[src/rtl/cta_pkg.sv]
// Shared types, constants and the genetic code lookup for the codon translator.
package cta_pkg;

   localparam int unsigned CharWidth   = 8;
   localparam int unsigned OffsetWidth = 8;
   localparam int unsigned CsrIdxWidth = 1;
   localparam int unsigned CsrDataWidth = 8;

   localparam logic [CsrIdxWidth-1:0] CSR_FRAME_OFFSET = 1'd0;
   localparam logic [CsrIdxWidth-1:0] CSR_RETAIN_GAPS  = 1'd1;

   localparam logic [1:0] BASE_T = 2'd0;
   localparam logic [1:0] BASE_C = 2'd1;
   localparam logic [1:0] BASE_A = 2'd2;
   localparam logic [1:0] BASE_G = 2'd3;

   localparam logic [CharWidth-1:0] CHAR_T     = 8'h54;
   localparam logic [CharWidth-1:0] CHAR_C     = 8'h43;
   localparam logic [CharWidth-1:0] CHAR_A     = 8'h41;
   localparam logic [CharWidth-1:0] CHAR_G     = 8'h47;
   localparam logic [CharWidth-1:0] CHAR_X     = 8'h58;
   localparam logic [CharWidth-1:0] CHAR_GAP   = 8'h2D;
   localparam logic [CharWidth-1:0] CHAR_LOW_A = 8'h61;
   localparam logic [CharWidth-1:0] CHAR_LOW_Z = 8'h7A;
   localparam logic [CharWidth-1:0] CASE_SHIFT = 8'h20;

   localparam logic [64*CharWidth-1:0] CODE_TABLE =
      {"FFLLSSSSYY**CC*W", "LLLLPPPPHHQQRRRR",
       "IIIMTTTTNNKKSSRR", "VVVVAAAADDEEGGGG"};

   typedef struct packed {
      logic [CharWidth-1:0] residue;
      logic                 residue_valid;
      logic                 seq_end;
   } result_type;

   typedef struct packed {
      logic       valid;
      logic [1:0] code;
      logic       gap;
   } base_info_type;

   // First character of the table sits in the top byte.
   function automatic logic [CharWidth-1:0] code_lookup(input logic [5:0] idx);
      code_lookup = CODE_TABLE[{~idx, 3'b000} +: CharWidth];
   endfunction

   function automatic base_info_type decode_base(input logic [CharWidth-1:0] ch);
      logic [CharWidth-1:0] upper;
      base_info_type        info;
      upper = ch;
      if (ch >= CHAR_LOW_A && ch <= CHAR_LOW_Z) begin
         upper = ch - CASE_SHIFT;
      end
      info.gap = (ch == CHAR_GAP);
      info.valid = 1'b1;
      info.code = BASE_T;
      if (upper == CHAR_T) begin
         info.code = BASE_T;
      end else if (upper == CHAR_C) begin
         info.code = BASE_C;
      end else if (upper == CHAR_A) begin
         info.code = BASE_A;
      end else if (upper == CHAR_G) begin
         info.code = BASE_G;
      end else begin
         info.valid = 1'b0;
      end
      decode_base = info;
   endfunction

endpackage

[src/rtl/cta_codon_unit.sv]
// Frame skip, codon assembly and residue lookup for one accepted character.
module cta_codon_unit (
   input  logic                               clock,
   input  logic                               reset,
   input  logic                               accept,
   input  logic [cta_pkg::CharWidth-1:0]      base_char,
   input  logic                               seq_last,
   input  logic [cta_pkg::OffsetWidth-1:0]    frame_offset,
   input  logic                               retain_gaps,
   output logic                               has_result,
   output cta_pkg::result_type                result
);

   logic [cta_pkg::OffsetWidth-1:0] skipped_ff, skipped_in;
   logic [1:0]                      position_ff, position_in;
   logic [3:0]                      held_bases_ff, held_bases_in;
   logic                            held_invalid_ff, held_invalid_in;
   logic                            held_gap_ff, held_gap_in;

   cta_pkg::base_info_type info;
   logic                   skipping;
   logic                   codon_done;
   logic [1:0]             bits;

   always_comb begin
      info        = cta_pkg::decode_base(base_char);
      bits        = info.valid ? info.code : cta_pkg::BASE_T;
      skipping    = (skipped_ff < frame_offset);
      codon_done  = !skipping && (position_ff == 2'd2);

      skipped_in      = skipped_ff;
      position_in     = position_ff;
      held_bases_in   = held_bases_ff;
      held_invalid_in = held_invalid_ff;
      held_gap_in     = held_gap_ff;

      result.residue       = '0;
      result.residue_valid = codon_done;
      result.seq_end       = seq_last;

      if (skipping) begin
         skipped_in = skipped_ff + 1'b1;
      end else if (position_ff == 2'd0) begin
         held_bases_in   = {2'b00, bits};
         held_invalid_in = !info.valid;
         held_gap_in     = info.gap;
         position_in     = 2'd1;
      end else if (position_ff == 2'd1) begin
         held_bases_in   = {held_bases_ff[1:0], bits};
         held_invalid_in = held_invalid_ff | !info.valid;
         held_gap_in     = held_gap_ff | info.gap;
         position_in     = 2'd2;
      end else begin
         if (retain_gaps && (held_gap_ff || info.gap)) begin
            result.residue = cta_pkg::CHAR_GAP;
         end else if (held_invalid_ff || !info.valid) begin
            result.residue = cta_pkg::CHAR_X;
         end else begin
            result.residue = cta_pkg::code_lookup({held_bases_ff, bits});
         end
         held_bases_in   = '0;
         held_invalid_in = 1'b0;
         held_gap_in     = 1'b0;
         position_in     = 2'd0;
      end

      if (seq_last) begin
         skipped_in      = '0;
         position_in     = 2'd0;
         held_bases_in   = '0;
         held_invalid_in = 1'b0;
         held_gap_in     = 1'b0;
      end

      has_result = codon_done || seq_last;
   end

   always_ff @(posedge clock) begin
      if (reset) begin
         skipped_ff      <= '0;
         position_ff     <= 2'd0;
         held_bases_ff   <= '0;
         held_invalid_ff <= 1'b0;
         held_gap_ff     <= 1'b0;
      end else if (accept) begin
         skipped_ff      <= skipped_in;
         position_ff     <= position_in;
         held_bases_ff   <= held_bases_in;
         held_invalid_ff <= held_invalid_in;
         held_gap_ff     <= held_gap_in;
      end
   end

endmodule

[src/rtl/cta_out_buffer.sv]
// Result register with a skid entry so input acceptance survives one output stall.
module cta_out_buffer (
   input  logic                clock,
   input  logic                reset,
   input  logic                push,
   input  cta_pkg::result_type push_data,
   output logic                full,
   output logic                out_valid,
   input  logic                out_stall,
   output cta_pkg::result_type out_data
);

   logic                out_valid_ff, skid_valid_ff;
   cta_pkg::result_type out_data_ff, skid_data_ff;
   logic                pop;

   assign pop       = out_valid_ff && !out_stall;
   assign full      = skid_valid_ff;
   assign out_valid = out_valid_ff;
   assign out_data  = out_data_ff;

   always_ff @(posedge clock) begin
      if (reset) begin
         out_valid_ff  <= 1'b0;
         skid_valid_ff <= 1'b0;
      end else if (skid_valid_ff) begin
         if (pop) begin
            out_data_ff   <= skid_data_ff;
            skid_valid_ff <= 1'b0;
         end
      end else if (push) begin
         if (!out_valid_ff || pop) begin
            out_data_ff  <= push_data;
            out_valid_ff <= 1'b1;
         end else begin
            skid_data_ff  <= push_data;
            skid_valid_ff <= 1'b1;
         end
      end else if (pop) begin
         out_valid_ff <= 1'b0;
      end
   end

endmodule

[src/rtl/codon_to_amino_acid_translator.sv]
// Top level of the codon translator: registers, codon unit and result buffer.
// Each result is registered in the output register or skid entry before it reaches rsp_*.
// Throughput: one character per cycle while req_stall is low; req_stall rises only while
// a result is held in the skid entry behind a stalled output register.
// Reset (synchronous, active high) clears the frame count, codon state, both registers
// and the result buffer.
module codon_to_amino_acid_translator (
   input  logic                                clock,
   input  logic                                reset,
   input  logic                                req_valid,
   output logic                                req_stall,
   input  logic [cta_pkg::CharWidth-1:0]       req_base_char,
   input  logic                                req_seq_last,
   output logic                                rsp_valid,
   input  logic                                rsp_stall,
   output logic [cta_pkg::CharWidth-1:0]       rsp_residue,
   output logic                                rsp_residue_valid,
   output logic                                rsp_seq_end,
   input  logic                                csr_write_enable,
   input  logic [cta_pkg::CsrIdxWidth-1:0]     csr_index,
   input  logic [cta_pkg::CsrDataWidth-1:0]    csr_write_data
);

   logic [cta_pkg::OffsetWidth-1:0] frame_offset_ff;
   logic                            retain_gaps_ff;
   logic                            accept;
   logic                            has_result;
   logic                            buffer_full;
   cta_pkg::result_type             result;
   cta_pkg::result_type             rsp_data;

   assign req_stall = buffer_full;
   assign accept    = req_valid && !buffer_full;

   always_ff @(posedge clock) begin
      if (reset) begin
         frame_offset_ff <= '0;
         retain_gaps_ff  <= 1'b0;
      end else if (csr_write_enable) begin
         unique case (csr_index)
            cta_pkg::CSR_FRAME_OFFSET: frame_offset_ff <= csr_write_data[cta_pkg::OffsetWidth-1:0];
            cta_pkg::CSR_RETAIN_GAPS:  retain_gaps_ff  <= csr_write_data[0];
            default: ;
         endcase
      end
   end

   cta_codon_unit u_codon (
      .clock        (clock),
      .reset        (reset),
      .accept       (accept),
      .base_char    (req_base_char),
      .seq_last     (req_seq_last),
      .frame_offset (frame_offset_ff),
      .retain_gaps  (retain_gaps_ff),
      .has_result   (has_result),
      .result       (result)
   );

   cta_out_buffer u_out (
      .clock     (clock),
      .reset     (reset),
      .push      (accept && has_result),
      .push_data (result),
      .full      (buffer_full),
      .out_valid (rsp_valid),
      .out_stall (rsp_stall),
      .out_data  (rsp_data)
   );

   assign rsp_residue       = rsp_data.residue;
   assign rsp_residue_valid = rsp_data.residue_valid;
   assign rsp_seq_end       = rsp_data.seq_end;

endmodule

[config.mk]
export PLATFORM = sky130hd
export DESIGN_NAME = codon_to_amino_acid_translator
export DESIGN_NICKNAME = d
export VERILOG_FILES = /design/src/rtl/cta_pkg.sv /design/src/rtl/cta_codon_unit.sv /design/src/rtl/cta_out_buffer.sv /design/src/rtl/codon_to_amino_acid_translator.sv
export SDC_FILE = /design/constraint.sdc
export NUM_CORES = 1
export LEC_CHECK = 0
export ABC_AREA = 0
export BUFFER_PORTS_ARGS = -buffer_cell sky130_fd_sc_hd__buf_2
export CAP_MARGIN = 40
export CELL_PAD_IN_SITES_DETAIL_PLACEMENT = 1
export CELL_PAD_IN_SITES_GLOBAL_PLACEMENT = 1
export CORE_ASPECT_RATIO = 2
export CORE_UTILIZATION = 40
export DETAILED_ROUTE_END_ITERATION = 8
export PLACE_DENSITY_LB_ADDON = 0.1
export SLEW_MARGIN = 40
export SYNTH_ARGS = -nofsm -noshare
export SYNTH_HDL_FRONTEND = slang
export SYNTH_SLANG_ARGS = --single-unit
export TNS_END_PERCENT = 100
[constraint.sdc]
create_clock -name clock -period 2.8 [get_ports clock]
set_input_delay 0.28 -clock clock [delete_from_list [all_inputs] [get_ports clock]]
set_output_delay 0.28 -clock clock [all_outputs]
set_load 0.01 [all_outputs]
==> results of run 1 <==
state kept, by name, indices dropped and copies added (netlist names):
name / count
retain_gaps_ff: 1
u_codon.held_gap_ff: 1
u_codon.held_bases_ff: 4
u_out.full: 1
u_out.out_data: 9
frame_offset_ff: 8
u_out.skid_data_ff: 9
u_codon.position_ff: 2
u_codon.skipped_ff: 8
u_codon.held_invalid_ff: 1
u_out.out_valid: 1
worst max-delay path: stages, from the launching register on:
cell	delay, ns
dfxtp_1	0.44
ha_1	0.29
a21oi_1	0.14
o21ai_1	0.09
a41o_1	0.31
a31o_1	0.38
or4_1	0.55
a21oi_1	0.15
path summary, 6_finish.rpt:
check	start	end	slack, ns	cells past startpoint
setup reg to reg	u_codon.skipped_ff[2]$_SDFFE_PP0P_	u_codon.skipped_ff[6]$_SDFFE_PP0P_	0.39	7
hold reg to reg	u_codon.skipped_ff[7]$_SDFFE_PP0P_	u_codon.skipped_ff[7]$_SDFFE_PP0P_	0.49	2
hold / removal	csr_write_data[5]	frame_offset_ff[5]$_SDFFE_PP0P_	0.21	3
setup / recovery	u_codon.skipped_ff[2]$_SDFFE_PP0P_	u_codon.skipped_ff[6]$_SDFFE_PP0P_	0.39	7
cell type report:
type                    instances  area, um^2
multi-input cells             209        1330
clock buffers                   5         125
flip-flops and latches         45        1080
repair buffers                 44         248
clock inverters                 3        50.0
inverters                      16        60.1
well taps                      84         105
fillers                       732        3060
routing by layer:
metal | routed length [um] | vias up
met4 | 191 | 0
met5 | 0 | -
met1 | 2420 | 1065
met3 | 84 | 12
met2 | 3760 | 23
li1 | - | 1117
through the flow:
step / total power, uW / cell area (um^2)
floorplan: 796 / 2540
finish: 1530 / 3000
global placement: 842 / 2820
global route: 1580 / 3000
CTS: 1550 / 3000
detailed placement: 846 / 2820
cell families (layout without fill, tap and decap cells):
| family | Yosys count | after routing |
|---|---|---|
| AND/OR/NAND/NOR | 98 | 98 |
| AO/OA/AOI/OAI | 87 | 87 |
| flip-flops | 45 | 45 |
| buffers and inverters | 33 | 68 |
| adder cells (fa/ha/maj) | 15 | 15 |
| multiplexers | 6 | 6 |
| XOR/XNOR | 2 | 2 |
| other | 1 | 1 |
power groups by stage:
stage	clock network (uW)	registers [uW]	logic [uW]
2_1_floorplan	0	716	79.4
3_3_place_gp	0	715	127
3_5_place_dp	0	716	130
6_report	700	701	129
5_1_grt	734	703	146
4_1_cts	719	701	131
layout by cell type, fill, tap and decap left out, types with 4 or more instances in the layout:
| master | netlist | routed |
|---|---|---|
| a21o_1 | 4 | 4 |
| a21oi_1 | 26 | 26 |
| buf_2 | 2 | 33 |
| buf_4 | 1 | 11 |
| clkbuf_16 | 0 | 5 |
| dfxtp_1 | 27 | 27 |
| edfxtp_1 | 18 | 18 |
| ha_1 | 15 | 15 |
| inv_1 | 16 | 16 |
| nand2_1 | 23 | 23 |
| nand2b_1 | 7 | 7 |
| nand3_1 | 7 | 7 |
| nor2_1 | 30 | 30 |
| nor2b_1 | 6 | 6 |
| nor3_1 | 5 | 5 |
| nor4_1 | 4 | 4 |
| o21ai_0 | 16 | 16 |
| o31ai_1 | 10 | 10 |
| or4_1 | 4 | 4 |
==> run summary, run 1 <==
========================================================================================
Result of the run                                                           complete, no violations
Post-synth EDFFs                                                                      18
Root buffer selected by CTS                                                    clkbuf_16
Switching Power                                                                   358 uW
Kind of end point of the critical path                                          register
Final nets                                                                           359
Switching part of the total power                                                  0.234
Worst hold path class                                                          in -> reg
Total grt overflow                                                                     0
Hold-fix buffers at CTS                                                                0
Ant. Diodes                                                                            0
Met3 Use GR                                                                       0.0271
Number of nets still failing antenna checks after routing                              0
Effective utilization at floorplan                                                 0.420
Initial antenna violation count                                                        0
Worst vdd rail ir drop                                                            299 uV
Max-cap violations                                                                     0
Top cells by area, synth                                                    dfxtp_1 (21%), edfxtp_1 (21%), ha_1 (7.4%)
Met2 global-route usage                                                            0.400
Actual transition at the worst max-transition pin                               0.639 ns
Via count of the first global-routing pass                                         2,261
Post-Place Worst Slack                                                          0.289 ns
Clock Latency Late Sink                                                          0.29 ns
Post-synthesis share of cell area spent on and, or, nand and nor gates             0.191
Netlist cell types                                                                    55
Post-synthesis net count                                                             325
Clk sink count                                                                        45
Final period utilization                                                           0.861
Most common cell in the synthesized netlist                                       nor2_1
Total CTS buffers                                                                      5
Total internal power                                                             1170 uW
Core box area                                                                  6060 um^2
PwrDens                                                                      510 nW/um^2
Worst rel slew slack                                                               0.572
Non-filler cells, final                                                              406
Top FF cell, synth                                                               dfxtp_1
Post-detailed-route DRC marker count                                                   0
Post-synth top area share                                                          0.213
Overall die width                                                                58.4 um
Type of the worst setup path                                                  reg -> reg
Maximum number of buffers from clock root to sink                                      2
Adder-cell share of the synthesized area                                          0.0739
Fraction of final layout cells with drive strength greater than 1                  0.174
Final Slew Violations                                                                  0
Leak Pwr                                                                      0.00115 uW
Smallest setup slack after layout                                               0.390 ns
Comb power frac                                                                    0.084
Cell accounting for the most synthesized area                                    dfxtp_1
Number of placed instances with taps included                                        398
Kind of start point of the critical path                                        register
Largest family of logic cells by synthesized area                           compound AO/OA/AOI/OAI gates
Unrepaired setup endpoints after global routing                                       no
Time the final worst path needs with I/O delays and setup                        2.41 ns
Cell area after technology mapping                                             2540 um^2
Number of search-and-repair iterations in the first detailed-routing pass              4
Portion of total power attributed to sequential cells                              0.458
Number of setup buffers added after CTS                                                0
Part of the Yosys area used for sequential elements                                0.425
Worst setup skew after layout                                                 0.00518 ns
Setup TNS                                                                           0 ns
Average footprint of a synthesized cell                                        8.85 um^2
Detail-routed net length per standard cell                                       15.9 um
Maximum number of pins on one net before global-route repair                          23
Wire length of the first global-routing pass                                   10,800 um
CTS-repair resized insts                                                               0
Cell count after synthesis                                                           287
Detailed-route via count                                                           2,217
Busiest layer in global routing                                                     met2
Rows                                                                                  40
Share of the synthesized area in compound gates (AO/OA/AOI/OAI)                    0.225
Layout-stage area growth over the synthesis result                                 18.0%
Peak Freq                                                                        415 MHz
Endpoint required time on the critical path                                      3.03 ns
DR vias/cell                                                                        5.46
Overall die area                                                               6700 um^2
Arrival time at the worst endpoint                                               2.64 ns
Share of the synthesized netlist area taken by xor and xnor gates                0.00689
Mux share of post-synthesis cell area                                             0.0251
Async S/R FF share, synth                                                              0
Number of buffer cells added on primary ports                                         33
Synth cell count leaders                                                    nor2_1 (30), dfxtp_1 (27), a21oi_1 (26)
Largest fanout on the critical path                                                   14
Utilization after layout                                                           0.495
Worst-path clk slew                                                              0.07 ns
Synthesis warning total                                                                0
Height of the chip                                                                115 um
Detailed Route Iter0 Violations                                                      122
TritonCTS clock tree                                                                done
Clock power frac                                                                   0.458
H-tree depth                                                                           2
Count of state elements after synthesis                                               45
Endpoints failing setup                                                                0
Hold Violations, Final                                                                 0
Final hold slack                                                                0.211 ns
Final routed wirelength across all metal layers                                  6450 um
Last weighted congestion value of the routability-driven placer                    0.815
Number of primary I/O pins                                                            35
Met1 track demand over resource                                                    0.225
Overall fraction of global-route tracks in use                                     0.213
Half-perimeter wire length after detailed placement                              4930 um
========================================================================================
No activity file was read; power rests on OpenSTA's default activity.
==> inputs of run 2 (changes only) <==
Settings changed: SKIP_LAST_GASP set to 1, SYNTH_HIERARCHICAL set to 1.
==> run 2 against run 1 <==
Against the previous run: non-clock buffer count rose by 10; die area rose by 9.9%; maximum frequency fell by 9.1%; highest routed layer unchanged; synthesized cell count fell by 4.5%; critical endpoint is now u_out/out_data[2]$_DFFE_PP_; sequential share of layout area fell by 1.5 points; clock-buffer cell count rose by 1.
==> run summary, run 2 <==
========================================================================================
Wire length of the first global-routing pass                                   11,200 um
Post-synth EDFFs                                                                      20
Area after DPL                                                                 3130 um^2
Most frequent cells in the layout                                           buf_2 (34), dfxtp_1 (27), buf_4 (20), edfxtp_1 (20), nor2_1 (17)
Overall die area                                                               7360 um^2
Unrepaired setup endpoints after global routing                                      yes
Netlist cell types                                                                    68
Final design instance area without fill                                        3300 um^2
Most frequent CP cell                                                              buf_4
Actual transition at the worst max-transition pin                               0.556 ns
Utilization after layout                                                           0.495
Hold Violations, Final                                                                 0
Final nets                                                                           356
Layout-stage area growth over the synthesis result                                 18.1%
Final period utilization                                                           0.946
Number of primary I/O pins                                                            35
Average footprint of a synthesized cell                                        10.2 um^2
Peak Freq                                                                        377 MHz
Worst-path clk slew                                                              0.07 ns
Worst setup skew after layout                                                 0.00587 ns
Clock Latency Late Sink                                                          0.29 ns
Clk sink count                                                                        47
Endpoint required time on the critical path                                      2.80 ns
Cell accounting for the most synthesized area                                   edfxtp_1
Detailed-route via count                                                           2,251
Rows                                                                                  42
Final Slew Violations                                                                  0
Overall fraction of global-route tracks in use                                     0.209
Detail-routed net length per standard cell                                       16.7 um
Async S/R FF share, synth                                                              0
Last weighted congestion value of the routability-driven placer                    0.829
Maximum number of buffers from clock root to sink                                      2
Part of the Yosys area used for sequential elements                                0.408
TritonCTS clock tree                                                                done
Total grt overflow                                                                     0
Number of buffer cells added on primary ports                                         34
Count of state elements after synthesis                                               47
Cell area after technology mapping                                             2800 um^2
Switching part of the total power                                                  0.226
Kind of start point of the critical path                                        register
Via count of the first global-routing pass                                         2,426
Top FF cell, synth                                                               dfxtp_1
Leak Pwr                                                                      0.00126 uW
Final routed wirelength across all metal layers                                  6800 um
Post-synthesis net count                                                             313
Post-Place Worst Slack                                                        -0.0641 ns
Initial antenna violation count                                                        0
Half-perimeter wire length after detailed placement                              5310 um
Maximum number of pins on one net before global-route repair                          26
Number of nets still failing antenna checks after routing                              0
Slowest cell on the critical path                                                dfxtp_1
Core box area                                                                  6670 um^2
Arrival time at the worst endpoint                                               2.65 ns
Comb power frac                                                                    0.109
Portion of total power attributed to sequential cells                              0.467
Final hold slack                                                                0.252 ns
Max-cap violations                                                                     0
Total CTS buffers                                                                      5
Largest fanout on the critical path                                                   10
Fraction of final layout cells with drive strength greater than 1                  0.302
Number of search-and-repair iterations in the first detailed-routing pass              4
Most frequent standard cell in the layout excluding fill and tap cells             buf_2
Most common cell in the synthesized netlist                                      dfxtp_1
Worst hold path class                                                          in -> reg
Mux share of post-synthesis cell area                                             0.0478
Share of the synthesized area in compound gates (AO/OA/AOI/OAI)                    0.192
CP peak stage delay                                                              0.33 ns
Post-detailed-route DRC marker count                                                   0
Smallest setup slack after layout                                               0.151 ns
Effective utilization at floorplan                                                 0.419
Post-synth top area share                                                          0.215
Share of the synthesized netlist area taken by xor and xnor gates                 0.0188
Post-synthesis share of cell area spent on and, or, nand and nor gates             0.206
Type of the worst setup path                                                  reg -> reg
Top cells by area, synth                                                    edfxtp_1 (21%), dfxtp_1 (19%), ha_1 (7.2%)
Time the final worst path needs with I/O delays and setup                        2.65 ns
Cell count after synthesis                                                           274
Root buffer selected by CTS                                                    clkbuf_16
Kind of end point of the critical path                                          register
H-tree depth                                                                           2
Cell breakdown of the critical path                                         inv_1, ha_1, nand4_1, nor2_1, a2111oi_4, nor2_2, nand2_1, o21bai_1, and2_1, nand2b_1, buf_4, a221oi_2, buf_4
Synth cell count leaders                                                    dfxtp_1 (27), edfxtp_1 (20), nor2_1 (17)
PwrDens                                                                      481 nW/um^2
Endpoints failing setup                                                                0
Clock power frac                                                                   0.424
Total internal power                                                             1230 uW
Adder-cell share of the synthesized area                                          0.0715
Ant. Diodes                                                                            0
Switching Power                                                                   360 uW
Worst rel slew slack                                                               0.629
Synthesis warning total                                                                6
Worst vdd rail ir drop                                                            462 uV
Overall die width                                                                61.2 um
Detailed Route Iter0 Violations                                                      120
Result of the run                                                           complete, no violations
DR vias/cell                                                                        5.54
Height of the chip                                                                120 um
Largest family of logic cells by synthesized area                           simple AND/OR/NAND/NOR gates
========================================================================================
==> run 2: area by class of cell <==
type / count / area [um^2]
Clock buffer: 6 / 129
Clock inverter: 2 / 37.5
Fill cell: 804 / 3370
Inverter: 14 / 52.6
Multi-Input combinational cell: 195 / 1510
Sequential cell: 47 / 1140
Tap cell: 88 / 110
Timing Repair Buffer: 54 / 320
==> run 2: kinds of logic (layout without fill, tap and decap cells) <==
family	count (synthesis)	in the layout
AO/OA/AOI/OAI	68	68
XOR/XNOR	6	6
adder cells (fa/ha/maj)	16	16
buffers and inverters	32	76
flip-flops	47	47
multiplexers	12	12
other	1	1
AND/OR/NAND/NOR	92	92
==> run 2: through the flow <==
step	power, uW	std cells	setup TNS [ns]
floorplan	866	274	0
finish	1590	406	0
global route	1650	406	-0.256
detailed placement	932	398	-0.107
CTS	1610	406	0
global placement	926	398	-0.0499
==> run 2: routing by layer <==
| layer | vias to the layer above | routed length (um) | track usage |
|---|---|---|---|
| met4 | 0 | 249 | 0.105 |
| met5 | - | 0 | 0 |
| met2 | 32 | 4060 | 0.404 |
| met3 | 16 | 129 | 0.0310 |
| li1 | 1101 | - | - |
| met1 | 1102 | 2350 | 0.195 |
==> run 2: path summary, 6_finish.rpt <==
check,from,end,slack (ns),depth (start not counted)
worst max-delay path,frame_offset_ff[4]$_SDFFE_PP0P_,u_out/out_data[2]$_DFFE_PP_,0.15,13
worst min-delay path,csr_write_data[0],retain_gaps_ff$_SDFFE_PP0P_,0.25,3
worst max register to register,frame_offset_ff[4]$_SDFFE_PP0P_,u_out/out_data[2]$_DFFE_PP_,0.15,13
worst min register to register,frame_offset_ff[5]$_SDFFE_PP0P_,frame_offset_ff[5]$_SDFFE_PP0P_,0.48,2
==> run 2: repair_timing <==
action | CTS | global route
gates resized for setup | 0 | 1
endpoints found under the setup margin | 0 | 10
hold buffers | 0 | 0
hold endpoints to repair | 0 | 0
buffers inserted | 0 | 0
==> run 2: critical path: cells and delay by family (launching register included) <==
| family | cells | cell delay, ns |
|---|---|---|
| flops | 1 | 0.33 |
| fa+ha+maj | 1 | 0.30 |
| buf+inv | 3 | 0.45 |
| compound gates | 3 | 0.44 |
| simple gates | 6 | 0.84 |
==> run 2: power by group through the flow <==
stage	Clock, uW	Sequential [uW]	Combinational [uW]
2_1_floorplan	0	756	110
3_3_place_gp	0	756	170
3_5_place_dp	0	757	175
4_1_cts	691	742	176
5_1_grt	710	743	193
6_report	674	741	174
==> inputs of run 3 (changes only) <==
Settings changed: RECOVER_POWER set to 50, SLEW_MARGIN 40 to not set.
Clock period 2.8 ns to 2.28 ns, I/O delays scaled along.
==> run 3 against run 2 <==
Against the previous run: the run now ends with negative setup slack left; non-clock buffer count is 23 higher; global-route usage is 2.5 points higher; core utilization is 6.8 points higher; critical endpoint is now u_out/out_data[6]$_DFFE_PP_; combinational power is 53% higher; setup slack worse by 0.29 ns; sequential power is 23% higher; register-to-register slack worse by 0.29 ns; critical path depth is 1 lower; final cell count is 5.7% higher; via count is 6.6% higher; wire length is 20% higher.
==> run summary, run 3 (synthesis gave the netlist of run 2 again) <==
========================================================================================
Result of the run                                                           finished with violations
Violations in the final reports                                             negative setup slack
Arrival time at the worst endpoint                                               2.43 ns
Wire length of the first global-routing pass                                   12,500 um
Non-filler cells, final                                                              429
Leak Pwr                                                                      0.00138 uW
Half-perimeter wire length after detailed placement                              5450 um
Via count of the first global-routing pass                                         2,599
Worst rel slew slack                                                               0.640
Hold-fix buffers at CTS                                                                0
H-tree depth                                                                           2
Time the final worst path needs with I/O delays and setup                        2.42 ns
Number of primary I/O pins                                                            35
Number of nets still failing antenna checks after routing                              0
Clock power frac                                                                   0.419
Detail-routed net length per standard cell                                       19.1 um
Endpoints failing setup                                                               20
Detailed Route Iter0 Violations                                                       64
Most frequent standard cell in the layout excluding fill and tap cells             buf_4
Switching Power                                                                   489 uW
Most frequent cells in the layout                                           buf_4 (40), edfxtp_1 (20), dfxtp_1 (19), buf_2 (19), o21ai_0 (15)
Fraction of final layout cells with drive strength greater than 1                  0.416
CP peak stage delay                                                              0.33 ns
Rows                                                                                  42
Initial antenna violation count                                                        0
Number of filler cells placed in the layout                                          766
Flip-flop and latch area                                                       1150 um^2
Worst setup skew after layout                                                  0.0100 ns
Unrepaired setup endpoints after global routing                                      yes
Overall fraction of global-route tracks in use                                     0.234
Total grt overflow                                                                     0
Largest fanout on the critical path                                                   10
Cell breakdown of the critical path                                         inv_2, ha_4, nand4_1, nor2_2, a2111oi_4, nor2_2, nand2_2, o21bai_1, and2_4, nand2b_4, a221oi_4, buf_12
Number of placed instances with taps included                                        415
Peak Freq                                                                        413 MHz
Maximum number of pins on one net before global-route repair                          26
Portion of total power attributed to sequential cells                              0.450
TritonCTS clock tree                                                                done
Last weighted congestion value of the routability-driven placer                    0.808
Worst vdd rail ir drop                                                            400 uV
Max-cap violations                                                                     0
PwrDens                                                                      541 nW/um^2
Final routed wirelength across all metal layers                                  8190 um
Height of the chip                                                                120 um
Hold Violations, Final                                                                 0
Root buffer selected by CTS                                                    clkbuf_16
DR vias/cell                                                                        5.59
Utilization after layout                                                           0.563
Endpoint required time on the critical path                                      2.29 ns
Final period utilization                                                            1.06
Overall die width                                                                61.2 um
Total internal power                                                             1540 uW
Number of buffer cells added on primary ports                                         34
Number of search-and-repair iterations in the first detailed-routing pass              4
Overall die area                                                               7360 um^2
Layout-stage area growth over the synthesis result                                 34.3%
Worst hold path class                                                          in -> reg
Slowest cell on the critical path                                                dfxtp_2
Type of the worst setup path                                                  reg -> reg
Smallest setup slack after layout                                              -0.142 ns
Ant. Diodes                                                                            0
Kind of start point of the critical path                                        register
Effective utilization at floorplan                                                 0.419
Final Slew Violations                                                                  0
Clock Latency Late Sink                                                          0.29 ns
Final nets                                                                           379
Most frequent CP cell                                                             nor2_2
Detailed-route via count                                                           2,400
Post-Place Worst Slack                                                         -0.514 ns
Total CTS buffers                                                                      5
Worst-path clk slew                                                              0.07 ns
Core box area                                                                  6670 um^2
Maximum number of buffers from clock root to sink                                      2
Post-detailed-route DRC marker count                                                   0
Kind of end point of the critical path                                          register
Actual transition at the worst max-transition pin                               0.537 ns
Combined area of the multi-input logic cells                                   1740 um^2
Comb power frac                                                                    0.131
Switching part of the total power                                                  0.241
Clk sink count                                                                        47
========================================================================================
## run 3: cell count changes in the layout (fill, tap and decap cells not counted), moves of 4 or more
cell,previous run,this run
o21ai_0,11,15
ha_1,16,7
inv_1,12,5
nor2_1,17,13
nor2_2,1,5
buf_4,20,40
dfxtp_2,0,8
inv_2,1,5
ha_4,0,9
buf_2,34,19
clkbuf_1,1,13
dfxtp_1,27,19
o21ai_2,8,1
## run 3: path summary, 6_finish.rpt
kind                                   startpoint                         endpoint  slack [ns]  depth (start not counted)
setup / recovery  frame_offset_ff[4]$_SDFFE_PP0P_      u_out/out_data[6]$_DFFE_PP_       -0.14                         12
hold / removal                  csr_write_data[3]  frame_offset_ff[3]$_SDFFE_PP0P_        0.19                          3
setup reg to reg  frame_offset_ff[4]$_SDFFE_PP0P_      u_out/out_data[6]$_DFFE_PP_       -0.14                         12
hold reg to reg   frame_offset_ff[6]$_SDFFE_PP0P_  frame_offset_ff[6]$_SDFFE_PP0P_        0.49                          2
## run 3: power by group through the flow
stage | registers, uW | clock network [uW] | logic (uW)
final | 915 | 851 | 266
after global routing | 917 | 895 | 289
after CTS | 914 | 869 | 264
after detailed placement | 930 | 0 | 237
after global placement | 929 | 0 | 230
after floorplan | 929 | 0 | 143
## run 3: per-layer routing
metal	vias up	global-route usage	wire length, um
met2	33	0.448	4930
met5	-	0	0
li1	1149	-	-
met3	21	0.0321	112
met1	1197	0.222	2820
met4	0	0.124	322
## run 3: area by class of cell
class | instances | area share
Clock buffer | 5 | 0.0333
Clock inverter | 3 | 0.0123
Inverter | 14 | 0.0186
Multi-Input combinational cell | 195 | 0.464
Sequential cell | 47 | 0.306
Tap cell | 88 | 0.0293
Timing Repair Buffer | 77 | 0.136
## run 3: timing repair
action	in CTS	in global routing
setup endpoints to repair	35	31
gates cloned	1	0
gates resized for setup	34	19
pin swaps	15	15
setup buffers	9	4
## run 3: per-stage QoR
stage | area, um^2 | TNS (ns) | hold slack (ns) | power [uW]
floorplan | 2870 | -1.31 | 0.297 | 1070
global placement | 3340 | -5.73 | 0.460 | 1160
detailed placement | 3340 | -7.98 | 0.469 | 1170
CTS | 3750 | -1.19 | 0.207 | 2050
global route | 3760 | -4.71 | 0.212 | 2100
finish | 3760 | -1.87 | 0.195 | 2030
## run 3: worst max-delay path, delay by kind of cell, from the launching register on
family / cells / cell delay [ns]
DFF: 1 / 0.33
adders and majority gates: 1 / 0.26
buffers and inverters: 2 / 0.22
and+or+nand+nor: 6 / 0.75
AOI/OAI and AO/OA: 3 / 0.56
